$ cat src/rtl/bio_pkg.sv
`timescale 1ns / 1ps

package bio_pkg;

   // Default geometry: coordinate width and fraction bits of the ratio.
   localparam int COORD_BITS_DEF = 12;
   localparam int FRAC_BITS_DEF  = 16;

   // Three stages of area arithmetic and one stage per quotient bit. The last
   // stage's registers drive the result ports, and the result is taken at the
   // edge that ends that cycle.
   function automatic int bio_latency(input int frac_bits);
      return frac_bits + 4;
   endfunction

endpackage

$ cat src/rtl/bio_area.sv
`timescale 1ns / 1ps

module bio_area #(
   parameter int COORD_BITS = 12
) (
   input  logic                    clock,
   input  logic                    reset,
   input  logic                    in_valid,
   input  logic [COORD_BITS-1:0]   det_x,
   input  logic [COORD_BITS-1:0]   det_y,
   input  logic [COORD_BITS-1:0]   det_w,
   input  logic [COORD_BITS-1:0]   det_h,
   input  logic [COORD_BITS-1:0]   ref_x,
   input  logic [COORD_BITS-1:0]   ref_y,
   input  logic [COORD_BITS-1:0]   ref_w,
   input  logic [COORD_BITS-1:0]   ref_h,
   output logic                    out_valid,
   output logic [2*COORD_BITS:0]   overlap_area,
   output logic [2*COORD_BITS+1:0] joint_area
);

   localparam int EW = COORD_BITS + 1;
   localparam int AW = 2 * COORD_BITS + 1;
   localparam int JW = 2 * COORD_BITS + 2;

   // Length of the overlap of two inclusive spans, zero when they miss.
   function automatic logic [EW-1:0] span_len(input logic [COORD_BITS-1:0] a0,
                                              input logic [COORD_BITS-1:0] al,
                                              input logic [COORD_BITS-1:0] b0,
                                              input logic [COORD_BITS-1:0] bl);
      logic [EW-1:0] a1;
      logic [EW-1:0] b1;
      logic [EW-1:0] lo;
      logic [EW-1:0] hi;
      a1 = {1'b0, a0} + {1'b0, al};
      b1 = {1'b0, b0} + {1'b0, bl};
      lo = (a0 > b0) ? {1'b0, a0} : {1'b0, b0};
      hi = (a1 < b1) ? a1 : b1;
      if (hi >= lo) begin
         return hi - lo + EW'(1);
      end
      return '0;
   endfunction

   // Stage 1: overlap extents and inclusive box sizes.
   logic          s1_valid_ff, s1_valid_in;
   logic [EW-1:0] s1_ow_ff, s1_oh_ff;
   logic [EW-1:0] s1_dw_ff, s1_dh_ff, s1_rw_ff, s1_rh_ff;

   // Stage 2: the three areas.
   logic          s2_valid_ff;
   logic [AW-1:0] s2_inter_ff, s2_det_ff, s2_ref_ff;
   logic [2*EW-1:0] inter_prod, det_prod, ref_prod;

   // Stage 3: union area.
   logic          s3_valid_ff;
   logic [AW-1:0] s3_inter_ff;
   logic [JW-1:0] s3_joint_ff, s3_joint_in;

   assign s1_valid_in = in_valid;

   always_ff @(posedge clock) begin
      s1_ow_ff <= span_len(det_x, det_w, ref_x, ref_w);
      s1_oh_ff <= span_len(det_y, det_h, ref_y, ref_h);
      s1_dw_ff <= {1'b0, det_w} + EW'(1);
      s1_dh_ff <= {1'b0, det_h} + EW'(1);
      s1_rw_ff <= {1'b0, ref_w} + EW'(1);
      s1_rh_ff <= {1'b0, ref_h} + EW'(1);
      if (reset) begin
         s1_valid_ff <= 1'b0;
      end else begin
         s1_valid_ff <= s1_valid_in;
      end
   end

   // An empty extent in either axis already makes the product zero.
   assign inter_prod = s1_ow_ff * s1_oh_ff;
   assign det_prod   = s1_dw_ff * s1_dh_ff;
   assign ref_prod   = s1_rw_ff * s1_rh_ff;

   always_ff @(posedge clock) begin
      s2_inter_ff <= inter_prod[AW-1:0];
      s2_det_ff   <= det_prod[AW-1:0];
      s2_ref_ff   <= ref_prod[AW-1:0];
      if (reset) begin
         s2_valid_ff <= 1'b0;
      end else begin
         s2_valid_ff <= s1_valid_ff;
      end
   end

   assign s3_joint_in = {1'b0, s2_det_ff} + {1'b0, s2_ref_ff} - {1'b0, s2_inter_ff};

   always_ff @(posedge clock) begin
      s3_inter_ff <= s2_inter_ff;
      s3_joint_ff <= s3_joint_in;
      if (reset) begin
         s3_valid_ff <= 1'b0;
      end else begin
         s3_valid_ff <= s2_valid_ff;
      end
   end

   assign out_valid    = s3_valid_ff;
   assign overlap_area = s3_inter_ff;
   assign joint_area   = s3_joint_ff;

endmodule

$ cat src/rtl/bio_div_step.sv
`timescale 1ns / 1ps

module bio_div_step #(
   parameter int  JW         = 26,
   parameter int  QW         = 17,
   parameter bit  FIRST_STEP = 1'b0
) (
   input  logic          clock,
   input  logic          reset,
   input  logic          in_valid,
   input  logic [JW-1:0] in_rem,
   input  logic [JW-1:0] in_den,
   input  logic [QW-1:0] in_quot,
   input  logic [JW-2:0] in_inter,
   output logic          out_valid,
   output logic [JW-1:0] out_rem,
   output logic [JW-1:0] out_den,
   output logic [QW-1:0] out_quot,
   output logic [JW-2:0] out_inter
);

   logic          valid_ff;
   logic [JW-1:0] rem_ff, rem_in;
   logic [JW-1:0] den_ff;
   logic [QW-1:0] quot_ff, quot_in;
   logic [JW-2:0] inter_ff;
   logic [JW:0]   trial;
   logic [JW:0]   diff;
   logic          fits;

   // The first step tests the top quotient bit without doubling, since the
   // dividend starts no larger than the divisor.
   assign trial   = FIRST_STEP ? {1'b0, in_rem} : {in_rem, 1'b0};
   assign diff    = trial - {1'b0, in_den};
   assign fits    = (trial >= {1'b0, in_den});
   assign rem_in  = fits ? diff[JW-1:0] : trial[JW-1:0];
   assign quot_in = {in_quot[QW-2:0], fits};

   always_ff @(posedge clock) begin
      rem_ff   <= rem_in;
      den_ff   <= in_den;
      quot_ff  <= quot_in;
      inter_ff <= in_inter;
      if (reset) begin
         valid_ff <= 1'b0;
      end else begin
         valid_ff <= in_valid;
      end
   end

   assign out_valid = valid_ff;
   assign out_rem   = rem_ff;
   assign out_den   = den_ff;
   assign out_quot  = quot_ff;
   assign out_inter = inter_ff;

endmodule

$ cat src/rtl/box_intersection_over_union.sv
`timescale 1ns / 1ps

// Bounding-box intersection over union.
//
// A beat is accepted at each rising edge where start is high and busy is low.
// The beat carries a detection box and a ground-truth box, each as left,
// top, width and height, where a box spans width+1 by height+1 pixels.
// Busy is high only while reset is held, so one beat can enter every cycle.
// The result beat gives the overlap area, the union area and the ratio
// floor(overlap * 2^FRAC_BITS / union) with FRAC_BITS fraction bits.
// It is taken at the edge that ends its single cycle on the rsp_ ports,
// marked by rsp_valid.
// The divider resolves one quotient bit per pipeline stage; three stages of
// overlap, area and union arithmetic lead it.
// The receiver cannot stall the block, so the pipeline never holds a beat.
// A synchronous reset clears every valid bit and drops the beats in flight.
module box_intersection_over_union
   import bio_pkg::*;
#(
   parameter int COORD_BITS = COORD_BITS_DEF,
   parameter int FRAC_BITS  = FRAC_BITS_DEF
) (
   input  logic                    clock,
   input  logic                    reset,
   input  logic                    start,
   output logic                    busy,
   input  logic [COORD_BITS-1:0]   req_det_x,
   input  logic [COORD_BITS-1:0]   req_det_y,
   input  logic [COORD_BITS-1:0]   req_det_w,
   input  logic [COORD_BITS-1:0]   req_det_h,
   input  logic [COORD_BITS-1:0]   req_ref_x,
   input  logic [COORD_BITS-1:0]   req_ref_y,
   input  logic [COORD_BITS-1:0]   req_ref_w,
   input  logic [COORD_BITS-1:0]   req_ref_h,
   output logic                    rsp_valid,
   output logic [2*COORD_BITS:0]   rsp_overlap_area,
   output logic [2*COORD_BITS+1:0] rsp_joint_area,
   output logic [FRAC_BITS:0]      rsp_iou_ratio
);

   localparam int JW    = 2 * COORD_BITS + 2;
   localparam int QW    = FRAC_BITS + 1;
   localparam int STEPS = FRAC_BITS + 1;

   logic          accept;
   logic          area_valid;
   logic [JW-2:0] area_inter;
   logic [JW-1:0] area_joint;

   // Divider chain: entry k feeds step k, entry STEPS is the last step's output.
   logic          dv_valid [0:STEPS];
   logic [JW-1:0] dv_rem   [0:STEPS];
   logic [JW-1:0] dv_den   [0:STEPS];
   logic [QW-1:0] dv_quot  [0:STEPS];
   logic [JW-2:0] dv_inter [0:STEPS];

   // The pipeline never backs up, so only reset holds off new beats.
   assign busy   = reset;
   assign accept = start & ~busy;

   bio_area #(
      .COORD_BITS(COORD_BITS)
   ) u_area (
      .clock       (clock),
      .reset       (reset),
      .in_valid    (accept),
      .det_x       (req_det_x),
      .det_y       (req_det_y),
      .det_w       (req_det_w),
      .det_h       (req_det_h),
      .ref_x       (req_ref_x),
      .ref_y       (req_ref_y),
      .ref_w       (req_ref_w),
      .ref_h       (req_ref_h),
      .out_valid   (area_valid),
      .overlap_area(area_inter),
      .joint_area  (area_joint)
   );

   // The overlap never exceeds the union, so the quotient fits in FRAC_BITS+1
   // bits and the remainder starts as the overlap itself.
   assign dv_valid[0] = area_valid;
   assign dv_rem[0]   = {1'b0, area_inter};
   assign dv_den[0]   = area_joint;
   assign dv_quot[0]  = '0;
   assign dv_inter[0] = area_inter;

   for (genvar k = 0; k < STEPS; k++) begin : g_div
      bio_div_step #(
         .JW        (JW),
         .QW        (QW),
         .FIRST_STEP(k == 0)
      ) u_step (
         .clock    (clock),
         .reset    (reset),
         .in_valid (dv_valid[k]),
         .in_rem   (dv_rem[k]),
         .in_den   (dv_den[k]),
         .in_quot  (dv_quot[k]),
         .in_inter (dv_inter[k]),
         .out_valid(dv_valid[k+1]),
         .out_rem  (dv_rem[k+1]),
         .out_den  (dv_den[k+1]),
         .out_quot (dv_quot[k+1]),
         .out_inter(dv_inter[k+1])
      );
   end

   // The final remainder is not needed; the last step's registers are the
   // output registers.
   assign rsp_valid        = dv_valid[STEPS];
   assign rsp_overlap_area = dv_inter[STEPS];
   assign rsp_joint_area   = dv_den[STEPS];
   assign rsp_iou_ratio    = dv_quot[STEPS];

endmodule

$ cat config.mk
export PLATFORM = sky130hd
export DESIGN_NAME = box_intersection_over_union
export DESIGN_NICKNAME = d
export VERILOG_FILES = /design/src/rtl/bio_pkg.sv /design/src/rtl/bio_area.sv /design/src/rtl/bio_div_step.sv /design/src/rtl/box_intersection_over_union.sv
export SDC_FILE = /design/constraint.sdc
export NUM_CORES = 2
export LEC_CHECK = 0
export ABC_AREA = 1
export BUFFER_PORTS_ARGS = -buffer_cell sky130_fd_sc_hd__buf_2
export CAP_MARGIN = 20
export CORE_MARGIN = 2
export CORE_UTILIZATION = 50
export CTS_BUF_LIST = sky130_fd_sc_hd__clkbuf_8
export CTS_CLUSTER_DIAMETER = 40
export CTS_CLUSTER_SIZE = 30
export DETAILED_ROUTE_END_ITERATION = 7
export PLACE_DENSITY = 0.75
export SYNTH_ARGS = -nofsm -noshare
export SYNTH_HDL_FRONTEND = slang
export SYNTH_SLANG_ARGS = --single-unit
$ cat constraint.sdc
create_clock -name clock -period 6.09 [get_ports clock]
set_input_delay 1.827 -clock clock [delete_from_list [all_inputs] [get_ports clock]]
set_output_delay 1.827 -clock clock [all_outputs]
set_load 0.05 [all_outputs]
# --- Yosys cells after proc, flatten, opt, wreduce, memory -nomap -nowiden ---
# Index checks and enable logic that the tools add are counted.
op_classes:
  order_cmp: 23
  muxes: 24
  mul: 3
  addsub: 30
  bitwise_logic: 2
op_table:
  columns: ["operator", "n"]
  rows:
  - [">= comparator 27 x 26 -> 1 bit", 16]
  - ["2-to-1 mux 26 bit", 15]
  - ["subtractor 26 bit", 15]
  - ["multiplier 13 x 13 -> 25 bit", 3]
  - ["adder 12 x 1 -> 13 bit (second input constant)", 4]
  - ["adder 12 x 12 -> 13 bit", 4]
  - ["2-to-1 mux 13 bit", 4]
  - ["adder 13 x 1 -> 13 bit (second input constant)", 2]
  - ["adder 25 x 25 -> 26 bit", 1]
  - [">= comparator 13 bit", 2]
  - [">= comparator 25 x 26 -> 1 bit", 1]
  - ["< comparator 13 bit", 2]
  - ["subtractor 13 bit", 2]
  - ["subtractor 25 x 26 -> 26 bit", 1]
  - ["subtractor 26 x 25 -> 26 bit", 1]
  - ["2-to-1 mux 25 bit", 1]
  - ["> comparator 12 bit", 2]
  - ["2-to-1 mux 12 bit", 2]
  - ["2-to-1 mux 1 bit", 2]
  - ["bitwise AND 1 bit", 1]
  - ["inverter 1 bit", 1]
totals:
  ff_bits: 1660
  output_inout_bits: 70

# --- Depth between registers and ports, before layout ---
logic_depth:
  word_depth: 6
  depth_mapped: 37
  ltp_nobuf: 37

# --- By module ---
# A second synthesis with hierarchy kept.
hier_totals:
  hier_cells: 13975
  hier_area_um2: 104257.5
by_module_without_submodules:
  columns: ["mod", "area_per_inst_um2", "n_inst", "cells_per_inst"]
  rows:
  - ["bio_div_step at g_div[16].u_step ...", 4390.5, 10, 601]
  - ["bio_area", 29279.3, 1, 3760]
  - ["bio_div_step at g_div[10].u_step ...", 4413.0, 6, 599]
  - ["bio_div_step at g_div[0].u_step", 4574.4, 1, 607]
  - ["box_intersection_over_union", 21.3, 1, 4]

# --- Worst setup path after synthesis ---
# No wires, ideal clock.
synth_timing:
  kind: "input -> register"
  from: "input port req_det_y[0]"
  to: "register u_area.s1_oh_ff[9]"
  slack_ns: -0.311
  t_arrival_ns: 6.272
  stages: 33
  path_cell_list: "ha_1 > inv_1 > fa_1 > o21ai_2 > a21oi_1 > o21ai_0 > xor2_1 > inv_1 > ha_1 > a21oi_1 > nor2_1 > a211oi_1 > nand2_1 > a21oi_1 > nand2_1 > nand2_2 > nand2_4 > inv_2 > or2_1 > o21ai_2 > ha_1 > inv_1 > ha_1 > fa_1 > a21oi_1 > o21ai_0 > a21oi_1 > o21ai_0 > nand2_1 > a21oi_1 > nor2_1 > xor2_1 > a21oi_1"
synth_via:
  elab_chain_cells: 6
  word_cells_on_any_way: 10
  classes_between: "3 x add/sub; 3 x order compare; 4 x mux"
synth_rtl:
  columns: ["item", "line_no", "rtl"]
  rows:
  - ["from (decl)", "box_intersection_over_union.sv:28", "input logic [COORD_BITS-1:0] req_det_y,"]
  - ["adder 12 x 12 -> 13 bit", "bio_area.sv:35", "a1 = {1'b0, a0} + {1'b0, al};"]
  - ["< comparator 13 bit", "bio_area.sv:38", "hi = (a1 < b1) ? a1 : b1;"]
  - ["2-to-1 mux 13 bit", "bio_area.sv:38", null]
  - ["subtractor 13 bit", "bio_area.sv:40", "return hi - lo + EW'(1);"]
  - ["adder 13 x 1 -> 13 bit", "bio_area.sv:40", null]
  - ["2-to-1 mux 13 bit", "bio_area.sv:39", "if (hi >= lo) begin"]
  - ["to (signal assigned)", "bio_area.sv:64", "s1_oh_ff <= span_len(det_y, det_h, ref_y, ref_h);"]
  - ["to (decl)", "bio_area.sv:47", "logic [EW-1:0] s1_ow_ff, s1_oh_ff;"]
# Parallel ways exist; a longest one is shown, timed or not. The select of a mux whose other input is x is not followed.
# A chain may end at the register's enable or synchronous reset.

# --- Worst setup path after layout ---
layout_timing:
  from: "register u_area.s1_rw_ff[2]"
  to: "register u_area.s2_ref_ff[20]"
layout_via:
  elab_chain_cells: 1
layout_rtl:
  columns: ["item", "line_no", "rtl"]
  rows:
  - ["from (decl)", "bio_area.sv:48", "logic [EW-1:0] s1_dw_ff, s1_dh_ff, s1_rw_ff, s1_rh_ff;"]
  - ["from (signal assigned)", "bio_area.sv:67", "s1_rw_ff <= {1'b0, ref_w} + EW'(1);"]
  - ["multiplier 13 x 13 -> 25 bit", "bio_area.sv:79", "assign ref_prod = s1_rw_ff * s1_rh_ff;"]
  - ["named net u_area.ref_prod[20]", "bio_area.sv:53", "logic [2*EW-1:0] inter_prod, det_prod, ref_prod;"]
  - ["to (signal assigned)", "bio_area.sv:84", "s2_ref_ff <= ref_prod[AW-1:0];"]
  - ["to (decl)", "bio_area.sv:52", "logic [AW-1:0] s2_inter_ff, s2_det_ff, s2_ref_ff;"]
# The timed path passes the listed nets, and every way through them passes these cells.

==> results_dict.tcl <==
set metrics [dict create \
    synth_adder_area_share 0.214 \
    cts_tree "yes" \
    worstSetupPathType "register to register" \
    cts.sink_count 1660 \
    worst_slew_pin_slew_ns 0.895 \
    area_growth_pct 11.8 \
    nNetsFinal 12028 \
    grt_start_max_net_pins 50 \
    port_buffers 168 \
    max_slew_margin 0.403 \
    drive_gt1_frac 0.0930 \
    finalCritPeriodShare 0.963 \
    slew_violations 0 \
    synth_edf_count 0 \
    drtAntennaViolNets 0 \
    regArea_um2 33200 \
    muxShareOfSynthArea 0 \
    drt-total-wl_um 228000 \
    drt_first_pass_iters 5 \
    ys_async_sr_fraction 0 \
    synthCells 10208 \
    synth_top_family_by_area "adder cells" \
    fmax_mhz 170 \
    antenna_found_initial 5 \
    required_ns 6.98 \
    period_needed_ns 5.87 \
    multi_input_area_um2 45100 \
    num_rows 152 \
    die_y_um 420 \
    crit_path_start "u_area.s1_rw_ff[2]$_DFF_P_" \
    synth_compound_area_frac 0.109 \
    io_pins 169 \
    arrival_ns 6.76 \
    fill_cells 15598 \
    finalClockSkew_ns 0.0815 \
    startpoint_type "register" \
    ys_types 62 \
    worstPathMaxFanout 10 \
    synth_area_um2 86600 \
    final_core_util 0.563 \
    ys_ff_latch 1660 \
    via_per_inst 5.06 \
    synth-xor-area-share 0.0557 \
    cts_hold_buf 0 \
    dpl.hpwl_um 189000 \
    synth_flop_cell "dfxtp_1" \
    drc 0 \
    finalSetupViolCount 0 \
    final_hold_viol_count 0 \
    gp_congestion 0.964 \
    grt_overflow 0 \
    reg2reg_from "u_area.s1_rw_ff[2]$_DFF_P_" \
    synth_nets 11541 \
    wl_per_cell_um 17.3 \
    maxCapViolations 0 \
    root_buffer "clkbuf_8" \
    vias 66693 \
    clk_path_buf_depth 3 \
    design.core.area_um2 172000 \
    worstSetupEndpointType "register" \
    syn_area_per_cell_um2 8.48 \
    grt_pass1_vias 67624 \
    mostFrequentLayoutCell "nand2_1" \
    cts_buffers 194 \
    cts.clk_slew.worst_paths_ns 0.10 \
    min_from "g_div[4].u_step.out_inter[13]$_DFF_P_" \
    first_iter_violations 4280 \
    run_status "completed" \
    min_path_type "register to register" \
    die_w_um 420 \
    h-tree-depth 4 \
    dieArea_um2 176000 \
    final_cell_mix "2,020 x nand2_1, 1,837 x inv_1, 1,656 x dfxtp_1, 819 x ha_1, 670 x o21ai_0" \
    clkLatencyLatePin_ns 1.01 \
    synth_warnings 0 \
    synth_simple_gate_area_frac 0.142 \
    track_usage 0.262 \
    grt_pass1_wl_um 363000 \
    start_util 0.504 \
    yosysSeqAreaShare 0.384 \
]
## area by class of cell
cell class                      count  area share
Sequential cell                  1660       0.344
Clock inverter                    166      0.0237
Multi-Input combinational cell   6468       0.466
Clock buffer                      198      0.0282
Inverter                         1841      0.0715
Timing Repair Buffer              530      0.0370
Tap cell                         2310      0.0299
Antenna cell                        3   0.0000776
## sequential cells by signal, indices dropped and copies added (netlist names)
| register | flops |
|---|---|
| g_div.u_step.out_rem | 416 |
| g_div.u_step.out_valid | 17 |
| u_area.s1_dh_ff | 13 |
| u_area.s1_rh_ff | 13 |
| u_area.s1_ow_ff | 13 |
| u_area.s2_ref_ff | 25 |
| u_area.s1_oh_ff | 13 |
| u_area.out_valid | 1 |
| u_area.joint_area | 26 |
| u_area.s2_valid_ff | 1 |
| u_area.s2_det_ff | 25 |
| u_area.s1_dw_ff | 13 |
| g_div.u_step.out_inter | 425 |
| u_area.s1_valid_ff | 1 |
| u_area.s1_rw_ff | 13 |
| g_div.u_step.out_quot | 153 |
| u_area.s2_inter_ff | 25 |
| g_div.u_step.out_den | 442 |
| u_area.overlap_area | 25 |
## through the flow
stage / cells / cell area (µm²) / setup TNS, ns / hold WS [ns] / setup WS (ns)
6_report: 13176 / 96800 / 0 / 0.270 / 0.223
5_1_grt: 13175 / 96800 / -0.00982 / 0.277 / -0.00982
4_1_cts: 13171 / 96700 / 0 / 0.280 / 0.249
2_1_floorplan: 10208 / 86600 / -0.0560 / 0.310 / -0.0509
3_5_place_dp: 12807 / 91700 / -13.10 / 0.312 / -0.653
3_3_place_gp: 12806 / 91700 / -13.46 / 0.310 / -0.685
## cells by family after synthesis
kind of cell | Yosys count
AOI/OAI and AO/OA | 1686
xor gates and xnor gates | 551
adders and majority gates | 1234
buffers and inverters | 2080
DFF | 1660
and+or+nand+nor | 2997
## worst max-delay path, stage by stage, from the launching register on
cell and delay [ns]:
dfxtp_1 0.78, nand2_1 0.17, inv_1 0.15, fa_1 0.48, fa_1 0.52, fa_1 0.53, fa_1 0.55, inv_1 0.05
fa_1 0.53, inv_1 0.06, ha_1 0.34, nand2_1 0.08, nor2_1 0.20, o21ai_0 0.16, o211ai_1 0.15, nor2_1 0.10
o21ai_0 0.27, a31oi_1 0.19, o21ai_0 0.23, xor2_1 0.22
## synthesized netlist by cell type (4+ instances only)
cell type / n / area [µm²]
a2111oi_0: 10 / 87.6
o21bai_1: 40 / 300
o2111ai_1: 10 / 87.6
a21oi_1: 638 / 3190
ha_1: 820 / 10300
nor3_1: 103 / 515
or2_2: 8 / 50.1
a21o_1: 58 / 435
buf_6: 14 / 158
buf_4: 72 / 541
nor4b_1: 8 / 70.1
xnor2_1: 251 / 2200
o21ai_2: 34 / 298
o221ai_1: 11 / 96.3
a31oi_1: 37 / 231
nor4_1: 37 / 231
and2_1: 5 / 31.3
buf_2: 41 / 205
o21a_1: 19 / 143
dfxtp_1: 1660 / 33200
fa_1: 414 / 8290
inv_1: 1834 / 6880
nand4_1: 90 / 563
a31o_2: 4 / 35.0
o21bai_2: 8 / 90.1
and3_1: 4 / 25.0
nand2_1: 2020 / 7580
nand3b_1: 11 / 82.6
nor3b_1: 11 / 82.6
nand3_1: 229 / 1150
xor2_1: 300 / 2630
a21boi_0: 10 / 75.1
o21ai_1: 39 / 195
a211oi_1: 16 / 120
nand2_2: 18 / 113
o311ai_0: 13 / 114
o31ai_1: 10 / 75.1
nor2_1: 439 / 1650
o21ai_0: 673 / 3370
a21oi_2: 13 / 114
clkbuf_1: 110 / 413
nand3_2: 7 / 70.1
inv_2: 6 / 22.5
o211ai_1: 29 / 218
## layer usage
layer | part of all wire | vias to the layer above | global-route usage | routed length, µm
li1 | - | 33307 | - | -
met1 | 0.43 | 31052 | 0.328 | 98000
met2 | 0.47 | 1802 | 0.439 | 106000
met3 | 0.051 | 532 | 0.0394 | 11700
met4 | 0.052 | 0 | 0.128 | 11900
met5 | 0 | - | 0 | 0
## worst paths after layout
path              depth (start not counted)  slack, ns                                    end
setup / recovery                         19       0.22           u_area.s2_ref_ff[20]$_DFF_P_
hold / removal                            0       0.27  g_div[5].u_step.out_inter[13]$_DFF_P_
setup reg to reg                         19       0.22           u_area.s2_ref_ff[20]$_DFF_P_
hold reg to reg                           0       0.27  g_div[5].u_step.out_inter[13]$_DFF_P_
## repair_timing
item	4_1_cts	5_1_grt
gates resized for setup	0	8
buffers inserted	0	2
setup endpoints to repair	0	8
Power is left out: the tool's default activity adds up to more than one toggle a clock period on the data nets, which glitch-free logic cannot reach.
